<file path="config.mk">
export PLATFORM = sky130hd
export DESIGN_NAME = lru_cache_set_tracker
export DESIGN_NICKNAME = d
export VERILOG_FILES = /design/src/hdl/lru_pkg.sv /design/src/hdl/lru_ctrl.sv /design/src/hdl/lru_dpath.sv /design/src/hdl/lru_cache_set_tracker.sv
export SDC_FILE = /design/constraint.sdc
export NUM_CORES = 1
export LEC_CHECK = 0
export BUFFER_PORTS_ARGS = -buffer_cell sky130_fd_sc_hd__buf_2
export CAP_MARGIN = 20
export CORE_MARGIN = 5
export CORE_UTILIZATION = 66
export CTS_BUF_LIST = sky130_fd_sc_hd__clkbuf_16
export DETAILED_ROUTE_END_ITERATION = 16
export PLACE_DENSITY_LB_ADDON = 0.12
export SYNTH_ARGS = -nofsm -noshare
export SYNTH_HDL_FRONTEND = slang
export SYNTH_SLANG_ARGS = --single-unit
</file>
<file path="constraint.sdc">
create_clock -name clk_i -period 6.7 [get_ports clk_i]
set_input_delay 1.34 -clock clk_i [delete_from_list [all_inputs] [get_ports clk_i]]
set_output_delay 1.34 -clock clk_i [all_outputs]
set_load 0.01 [all_outputs]
</file>
<file path="src/hdl/lru_pkg.sv">
// ----------------------------------------------------------------------------
// LRU set tracker package
// Shared constants, codes and types of the true-LRU set tracker.
// ----------------------------------------------------------------------------
package lru_pkg;

  localparam int WAYS    = 8;
  localparam int WIDX_W  = (WAYS > 1) ? $clog2(WAYS) : 1;
  localparam int RANK_W  = WIDX_W;
  localparam int KIND_W  = 2;
  localparam int WAY_W   = 3;
  localparam int TAG_W   = 32;

  typedef enum logic [KIND_W-1:0] {
    KIND_READ  = 2'd0,
    KIND_WRITE = 2'd1,
    KIND_TOUCH = 2'd2,
    KIND_RSVD  = 2'd3
  } kind_e;

  typedef struct packed {
    logic load_in;
    logic exec;
  } cmd_t;

endpackage

</file>
<file path="src/hdl/lru_ctrl.sv">
// ----------------------------------------------------------------------------
// LRU set tracker controller
// Sequences capture and execution of one transaction and owns the output
// valid flag.
// ----------------------------------------------------------------------------
module lru_ctrl (
  input  logic          clk_i,
  input  logic          rst_ni,
  input  logic          in_valid_i,
  output logic          in_stall_o,
  output logic          out_valid_o,
  input  logic          out_stall_i,
  output lru_pkg::cmd_t cmd_o
);

  typedef enum logic [1:0] {
    ST_IDLE = 2'b01,
    ST_EXEC = 2'b10
  } state_e;

  state_e state_q, state_d;
  logic   out_valid_q, out_valid_d;
  logic   out_free;

  assign out_free   = !out_valid_q || !out_stall_i;
  assign in_stall_o = (state_q != ST_IDLE);

  always_comb begin
    state_d       = state_q;
    cmd_o.load_in = 1'b0;
    cmd_o.exec    = 1'b0;
    unique case (state_q)
      ST_IDLE: begin
        if (in_valid_i) begin
          cmd_o.load_in = 1'b1;
          state_d       = ST_EXEC;
        end
      end
      ST_EXEC: begin
        if (out_free) begin
          cmd_o.exec = 1'b1;
          state_d    = ST_IDLE;
        end
      end
      default: state_d = ST_IDLE;
    endcase
  end

  always_comb begin
    out_valid_d = out_valid_q;
    if (out_valid_q && !out_stall_i) begin
      out_valid_d = 1'b0;
    end
    if (cmd_o.exec) begin
      out_valid_d = 1'b1;
    end
  end

  always_ff @(posedge clk_i or negedge rst_ni) begin
    if (!rst_ni) begin
      state_q     <= ST_IDLE;
      out_valid_q <= 1'b0;
    end else begin
      state_q     <= state_d;
      out_valid_q <= out_valid_d;
    end
  end

  assign out_valid_o = out_valid_q;

endmodule

</file>
<file path="src/hdl/lru_dpath.sv">
// ----------------------------------------------------------------------------
// LRU set tracker datapath
// Way fields, recency ranks, input capture and result register.
// ----------------------------------------------------------------------------
module lru_dpath (
  input  logic                       clk_i,
  input  logic                       rst_ni,
  input  lru_pkg::cmd_t              cmd_i,
  input  logic [lru_pkg::KIND_W-1:0] kind_i,
  input  logic [lru_pkg::WAY_W-1:0]  way_i,
  input  logic                       valid_in_i,
  input  logic                       dirty_in_i,
  input  logic [lru_pkg::TAG_W-1:0]  tag_in_i,
  output logic                       valid_out_o,
  output logic                       dirty_out_o,
  output logic [lru_pkg::TAG_W-1:0]  tag_out_o,
  output logic [lru_pkg::WAY_W-1:0]  lru_way_o
);

  localparam int WAYS   = lru_pkg::WAYS;
  localparam int WIDX_W = lru_pkg::WIDX_W;
  localparam int RANK_W = lru_pkg::RANK_W;
  localparam int WAY_W  = lru_pkg::WAY_W;
  localparam int TAG_W  = lru_pkg::TAG_W;

  lru_pkg::kind_e    kind_q;
  logic [WAY_W-1:0]  way_q;
  logic              vin_q, din_q;
  logic [TAG_W-1:0]  tin_q;

  logic              valid_q [WAYS];
  logic              dirty_q [WAYS];
  logic [TAG_W-1:0]  tag_q   [WAYS];
  logic [RANK_W-1:0] rank_q  [WAYS];

  logic              valid_d [WAYS];
  logic              dirty_d [WAYS];
  logic [TAG_W-1:0]  tag_d   [WAYS];
  logic [RANK_W-1:0] rank_d  [WAYS];

  logic              in_range;
  logic [WIDX_W-1:0] idx;
  logic [RANK_W-1:0] old_rank;
  logic [WAY_W-1:0]  lru_d;

  assign in_range = (32'(way_q) < WAYS);
  assign idx      = WIDX_W'(way_q);
  assign old_rank = rank_q[idx];

  always_comb begin
    valid_d = valid_q;
    dirty_d = dirty_q;
    tag_d   = tag_q;
    rank_d  = rank_q;
    if (in_range) begin
      case (kind_q)
        lru_pkg::KIND_WRITE: begin
          valid_d[idx] = vin_q;
          dirty_d[idx] = din_q;
          tag_d[idx]   = tin_q;
        end
        lru_pkg::KIND_TOUCH: begin
          for (int v = 0; v < WAYS; v++) begin
            if (rank_q[v] < old_rank) begin
              rank_d[v] = rank_q[v] + RANK_W'(1);
            end
          end
          rank_d[idx] = '0;
        end
        default: ;
      endcase
    end
  end

  always_comb begin
    lru_d = '0;
    for (int v = 0; v < WAYS; v++) begin
      if (rank_d[v] == RANK_W'(WAYS - 1)) begin
        lru_d = lru_d | WAY_W'(v);
      end
    end
  end

  always_ff @(posedge clk_i) begin
    if (cmd_i.load_in) begin
      kind_q <= lru_pkg::kind_e'(kind_i);
      way_q  <= way_i;
      vin_q  <= valid_in_i;
      din_q  <= dirty_in_i;
      tin_q  <= tag_in_i;
    end
  end

  always_ff @(posedge clk_i or negedge rst_ni) begin
    if (!rst_ni) begin
      for (int v = 0; v < WAYS; v++) begin
        valid_q[v] <= 1'b0;
        dirty_q[v] <= 1'b0;
        tag_q[v]   <= '0;
        rank_q[v]  <= RANK_W'(v);
      end
    end else if (cmd_i.exec) begin
      valid_q <= valid_d;
      dirty_q <= dirty_d;
      tag_q   <= tag_d;
      rank_q  <= rank_d;
    end
  end

  always_ff @(posedge clk_i) begin
    if (cmd_i.exec) begin
      valid_out_o <= in_range ? valid_d[idx] : 1'b0;
      dirty_out_o <= in_range ? dirty_d[idx] : 1'b0;
      tag_out_o   <= in_range ? tag_d[idx]   : '0;
      lru_way_o   <= lru_d;
    end
  end

endmodule

</file>
<file path="src/hdl/lru_cache_set_tracker.sv">
// ----------------------------------------------------------------------------
// LRU cache set tracker
// One cache set with valid, dirty and tag per way and a true-LRU order.
// ----------------------------------------------------------------------------
// Usage:
//   Input channel (in_valid_i / in_stall_o) takes one transaction: kind_i
//   selects read, write of valid/dirty/tag, or touch (make most recent) of
//   way_i. Output channel (out_valid_o / out_stall_i) returns one result per
//   transaction: the addressed way's fields after the step and the current
//   least-recent way. A way beyond the set reports zero fields.
//   Order: the input registers capture the transaction, then the update
//   step writes the result register, held back while a full result is stalled.
//   Flow: a new transaction is accepted only once the previous one has
//   left the update step of the single rank/field update unit.
//   Reset: way 0 is most recent, the last way least recent, all valid,
//   dirty and tag bits clear; no result is pending.
//   Receiver stall: the result register holds; one further transaction is
//   accepted and waits in the update stage until the result is taken.
// ----------------------------------------------------------------------------
module lru_cache_set_tracker (
  input  logic                       clk_i,
  input  logic                       rst_ni,
  input  logic                       in_valid_i,
  output logic                       in_stall_o,
  input  logic [lru_pkg::KIND_W-1:0] kind_i,
  input  logic [lru_pkg::WAY_W-1:0]  way_i,
  input  logic                       valid_in_i,
  input  logic                       dirty_in_i,
  input  logic [lru_pkg::TAG_W-1:0]  tag_in_i,
  output logic                       out_valid_o,
  input  logic                       out_stall_i,
  output logic                       valid_out_o,
  output logic                       dirty_out_o,
  output logic [lru_pkg::TAG_W-1:0]  tag_out_o,
  output logic [lru_pkg::WAY_W-1:0]  lru_way_o
);

  lru_pkg::cmd_t cmd;

  lru_ctrl u_ctrl (
    .clk_i       (clk_i),
    .rst_ni      (rst_ni),
    .in_valid_i  (in_valid_i),
    .in_stall_o  (in_stall_o),
    .out_valid_o (out_valid_o),
    .out_stall_i (out_stall_i),
    .cmd_o       (cmd)
  );

  lru_dpath u_dpath (
    .clk_i       (clk_i),
    .rst_ni      (rst_ni),
    .cmd_i       (cmd),
    .kind_i      (kind_i),
    .way_i       (way_i),
    .valid_in_i  (valid_in_i),
    .dirty_in_i  (dirty_in_i),
    .tag_in_i    (tag_in_i),
    .valid_out_o (valid_out_o),
    .dirty_out_o (dirty_out_o),
    .tag_out_o   (tag_out_o),
    .lru_way_o   (lru_way_o)
  );

  a_busy_after_accept: assert property (@(posedge clk_i) disable iff (!rst_ni)
    (in_valid_i && !in_stall_o) |=> in_stall_o)
    else $error("input not held off after accepted transaction");

  a_result_follows: assert property (@(posedge clk_i) disable iff (!rst_ni)
    (in_valid_i && !in_stall_o && !out_valid_o) |=> ##1 out_valid_o)
    else $error("result missing two cycles after transaction");

  a_no_exec_when_full: assert property (@(posedge clk_i) disable iff (!rst_ni)
    cmd.exec |-> (!out_valid_o || !out_stall_i))
    else $error("result register overwritten while stalled");

  a_lru_in_set: assert property (@(posedge clk_i) disable iff (!rst_ni)
    out_valid_o |-> ((lru_pkg::WAYS > 8) || (32'(lru_way_o) < lru_pkg::WAYS)))
    else $error("victim way outside the set");

endmodule
</file>
Word level (Yosys, flattened, before mapping). Cells that the tools add are included.

$add $sub $neg: 8. $mul: 0. Div/mod/pow operators: 0. Magnitude comparators: 10. Eq/ne operators: 14. Shifts and indexed selects: 0. Mux-type cells: 55. Bitwise gates (word level): 3. Reductions and logical operators: 10.

Operator list (count): 256-bit bitwise mux (1); 256-bit two-way mux (1); 32-bit binary-select mux with 3-bit select (1); 32-bit demux with 3-bit select (1); 32-bit two-way mux (3); 3-bit two-way mux (21); 3-bit by 1-bit adder with 3-bit output (second input constant) (8); 24-bit bitwise AND (1); 3-bit < comparator (8); 24-bit inverter (1); 3-bit == test (second input constant) (7); 21-bit two-way mux (1); 8-bit bitwise mux (2); 8-bit two-way mux (2); 1-bit two-way mux (12); 3-bit binary-select mux with 3-bit select (1); 3-bit demux with 3-bit select (1); 2-bit two-way mux (4); 1-bit binary-select mux with 3-bit select (2); 2-bit by 1-bit == test with 1-bit output (second input constant) (2); 2-bit == test (second input constant) (2); 4-bit greater-or-equal comparator (second input constant) (1); 4-bit by 1-bit < comparator with 1-bit output (second input constant) (1); 2-bit by 1-bit inequality test with 1-bit output (second input constant) (2); 11 further kinds (14).

Flip-flop bits (word level): 375. Latch bits: 0. Memory bits (writable): 0. ROM bits: 0. Input port bits: 43. Word-level logic and storage cells: 145. Memories: 0.

Logic depth before layout (Yosys ltp).
Depth in word-level cells: 15. Depth in mapped cells: 16.

By module. Synthesis repeated with hierarchy kept, for this count alone.

Cell total of the unflattened synthesis: 1225. Area total of the unflattened synthesis: 16701.0 um2.

By module, submodules not included: lru_dpath (times used 1, cells each 1212, area an instance 16564.6 um2); lru_ctrl (times used 1, cells each 13, area an instance 136.4 um2).

Least setup slack after synthesis. Ideal clock, no wire load.

Kind: reg2reg. From: register u_dpath.way_q[1], in the netlist u_dpath.idx[1]. To: register u_dpath.lru_way_o[0] (netlist name), data pin. Library setup time: 0.272 ns. Arrival: 3.495 ns. Data required time: 6.428 ns. Slack: 2.933 ns. Stages on the path, launching flop included: 15. Clock period less this slack: 3.767 ns. Cells stage by stage: edfxtp_1 > buf_4 > nor2_1 > and2_1 > buf_2 > buf_2 > buf_1 > a22oi_1 > and4_1 > ha_1 > or3_1 > o22ai_2 > or3_1 > a32oi_1 > or4_1.

Cells in the longest elaborated chain, start to end: 15. Elaborated cells between the ends (all ways): 33. Those cells by class: order compare (6); eq/ne (4); mux (19); bitwise (3); reduce/logical (1).

Ends and longest elaborated chain: from (decl) (RTL line lru_dpath.sv:27) `logic [WAY_W-1:0] way_q;`; from (signal assigned) (RTL line lru_dpath.sv:87) `way_q <= way_i;`; 3-bit inverter with 4-bit output (not written as such) * (RTL line lru_dpath.sv:48, lru_dpath.sv:68); 3-bit binary-select mux with 3-bit select (RTL line lru_dpath.sv:48) `assign old_rank = rank_q[idx];`; 3-bit two-way mux (not written as such) (2 in a row) (RTL line lru_dpath.sv:48); 3-bit < comparator (RTL line lru_dpath.sv:64) `if (rank_q[v] < old_rank) begin`; 3-bit two-way mux (RTL line lru_dpath.sv:64); 3-bit two-way mux (RTL line lru_dpath.sv:56) `case (kind_q)`; 24-bit bitwise AND (no source line) *; 21-bit two-way mux * (RTL line lru_dpath.sv:56); 3-bit == test (RTL line lru_dpath.sv:78) `if (rank_d[v] == RANK_W'(WAYS - 1)) begin`; 1-bit two-way mux (RTL line lru_dpath.sv:78); 2-bit two-way mux (2 in a row) (RTL line lru_dpath.sv:78); 3-bit two-way mux (2 in a row) (RTL line lru_dpath.sv:78); to (signal assigned) (RTL line lru_dpath.sv:115) `lru_way_o <= lru_d;`; to (decl) (RTL line lru_dpath.sv:17) `output logic [lru_pkg::WAY_W-1:0] lru_way_o`.

Mark *: on every way between the ends. The rest lies on a longest branch, timed or not. The select of a mux whose other input is x is not followed. A chain may end at the register's enable or synchronous reset.

Final worst setup path.
From: register u_dpath.way_q[0], in the netlist u_dpath.idx[0]. To: register u_dpath.lru_way_o[0] (netlist name), data pin.

The elaborated chain is that of the path after synthesis.

==> qor.txt <==
R2R cell count = 9
nets@finish = 1327
fillcell total = 1685
Seq pwr share = 50.3%
post-synth top area cell = dfrtp_1
Initial Utilization = 66.5%
fin area = 0.0185 mm²
clk buf depth = 3
Power Total = 5.49 mW
1st-pass router iterations = 5
Tcrit/Tclk final = 69.5%
crit path max fanout = 41
Setup Skew = 15.5 ps
diode count = 0
Pleak = 8.45 nW
Startpoint Class = flop
Mapped Avg Cell Area = 13.6 µm²
Pins Over Slew Limit = 0
vias in the first global route = 11000
num rows = 58
Die W = 169 µm
Max Cap Viol = 0
most numerous cell in the Yosys netlist = dfrtp_1
Clock Pin Slew Worst Setup and Hold Paths = 60 ps
Logic pwr share = 12.3%
crit path capture type = flop
RSZ-0062 raised after global routing = false
top post-synthesis cells by area = dfrtp_1, mux2_2, edfxtp_1, a22o_1, a221oi_1
cts bufs inserted = 39
synthesis-to-finish area growth = 11.2%
Overflow after GRT = 0
CTS HTree Levels = 2
Placement Cell Area = 0.0172 mm²
Pwr Density = 298 mW/mm²
worst-case vdd ir drop = 0.281 mV
postcts setup bufs = 0
Final ANT Viol Nets = 0
layout cells sized above 1 = 37.1%
fin crit period = 4660 ps
Post-synth EDFFs = 76
via count = 10700
die span in y = 169 µm
Routed WL = 38400 µm
number of cells after detailed placement = 1549
Setup-failing EPs final = 0
FMAX = 215 MHz
Top Ports = 82
Ys Warns = 0
Gates resized, CTS repair = 0
Vias/cell = 6.58
core box area = 0.0250 mm²
CTS sink count = 375
outcome = complete, no violations
clock latency at the later pin of the worst-skew pair = 540 ps
required time of the critical path = 6970 ps
register bit total from synthesis = 375
Die Footprint = 0.0284 mm²
Residual DRC = 0
share of the yosys chip area belonging to registers = 58.9%
ys flop type = dfrtp_1
DP HPWL = 22200 µm
Netlist cell types = 62
CTS Root Cell = clkbuf_16
Switch Pwr = 1.46 mW
Non-Filler Instances = 1621
internal power = 4.03 mW
largest net degree at the start of global routing = 119
Sw Ratio = 26.6%
Least-Margin Pin Slew = 1120 ps
worst hold path stage count = 1
antenna violations before repair = 0
GP Congestion = 0.904
Worst Setup Path Type = flop to flop
synthesized net count = 1292
port buffer count = 81
clock power share = 37.5%
Min Hold Slack = 504 ps
wire length per cell = 23.7 µm
Post-Synthesis Cells = 1225
worst min path class = flop to flop
Detailed Route Iter0 Violations = 845
Async SR Flop Fraction = 79.7%
setup TNS = 0 ps
synth cell count leaders = dfrtp_1, mux2_2, edfxtp_1
CTS tree = done
worst rel slew slack = 25.3%
quantity of hold-fixing buffers added after cts = 0
Hold Vio Cnt, Final = 0
GRT Resource Usage Total = 27.5%
first-pass GRT wire length = 62100 µm
Syn Std Cell Area = 0.0166 mm²
Worst EP arrival = 4920 ps
Synth top area share = 43.1%
## metal layers
| layer | vias up | track usage (%) | share of wire [%] |
|---|---|---|---|
| met4 | 0 | 9.10 | 3.1 |
| met3 | 85 | 3.81 | 4.4 |
| met1 | 5544 | 39.1 | 45 |
| met5 | - | 0 | 0 |
| met2 | 309 | 44.6 | 48 |
| li1 | 4736 | - | - |
## critical path, stage by stage (launching register included)
cell	delay [ps]
edfxtp_1	960
and3_2	1100
a22oi_1	220
and4_1	330
ha_1	250
or3_1	360
o22ai_2	290
or3_1	170
a32oi_1	150
or4_1	530
## area by class of cell
cell class / count / area (µm²) / share of cell area (%)
flip-flops and latches: 375 / 9780 / 53.0
multi-input cells: 737 / 6430 / 34.9
clock buffers: 42 / 1050 / 5.70
repair buffers: 101 / 578 / 3.13
well taps: 330 / 413 / 2.24
clock inverters: 30 / 174 / 0.943
inverters: 6 / 22.5 / 0.122
## power groups by stage
stage	clock (mW)	sequential [mW]	combinational [mW]
floorplan	0	2.71	0.511
global placement	0	2.78	0.644
detailed placement	0	2.79	0.669
CTS	2.08	2.75	0.674
global route	2.19	2.78	0.754
finish	2.06	2.76	0.674
## state kept, by name, summed over array words and instances (netlist names)
name,flops
u_dpath.tag_q,256
u_dpath.tag_out_o,32
u_dpath.tin_q,32
u_dpath.rank_q,24
u_dpath.dirty_q,8
u_dpath.valid_q,8
u_dpath.idx,3
u_dpath.lru_way_o,3
u_ctrl.state_q,2
u_dpath.kind_q,2
u_ctrl.out_valid_o,1
u_dpath.din_q,1
u_dpath.dirty_out_o,1
u_dpath.valid_out_o,1
u_dpath.vin_q,1
## through the flow
stage | utilization (%) | setup WS [ps]
after floorplan | - | 2930
after global placement | 68.9 | 2270
after detailed placement | 69.0 | 2110
after CTS | 73.9 | 2080
after global routing | 73.9 | 1690
final | 73.9 | 2040
## worst paths after layout
kind,endpoint,start,slack [ps]
max,u_dpath.lru_way_o[0]$_SDFFCE_PP1P_,u_dpath.idx[0]$_DFFE_PP_,2040
max in group asynchronous,u_dpath.tag_q[28]$_DFFE_PN0P_,rst_ni,4500
min in group asynchronous,u_dpath.tag_q[186]$_DFFE_PN0P_,rst_ni,840
min,u_dpath.tag_q[182]$_DFFE_PN0P_,u_dpath.tag_q[182]$_DFFE_PN0P_,500
min reg2reg,u_dpath.tag_q[182]$_DFFE_PN0P_,u_dpath.tag_q[182]$_DFFE_PN0P_,500
max reg2reg,u_dpath.lru_way_o[0]$_SDFFCE_PP1P_,u_dpath.idx[0]$_DFFE_PP_,2040
## cells in the final DEF (no fill, tap or decap), drive strengths merged, types with 3 or more instances in the layout
cell type,instances
dfrtp,286
mux2,274
buf,101
edfxtp,76
a22o,57
a221oi,56
nand2,48
nor2,47
clkbuf,42
o21ai,39
a22oi,27
a31oi,26
ha,24
nand3,20
inv,19
a21oi,18
a41oi,16
clkinv,16
dfstp,13
nand2b,10
nand4,7
nor2b,7
nor3b,6
a211oi,6
o211ai,5
and2,3
nand3b,3
a2bb2oi,3
a32oi,3
or4,3
nor3,3
## cells by family (layout without fill, tap and decap cells)
group,Yosys count,after routing,share of synthesized area [%]
AO/OA/AOI/OAI,269,269,12.7
adder cells (fa/ha/maj),24,24,1.81
buffers and inverters,113,179,2.70
flip-flops,375,375,58.9
multiplexers,276,276,18.9
AND/OR/NAND/NOR,168,168,5.00
No activity file was read; power rests on OpenSTA's default activity.
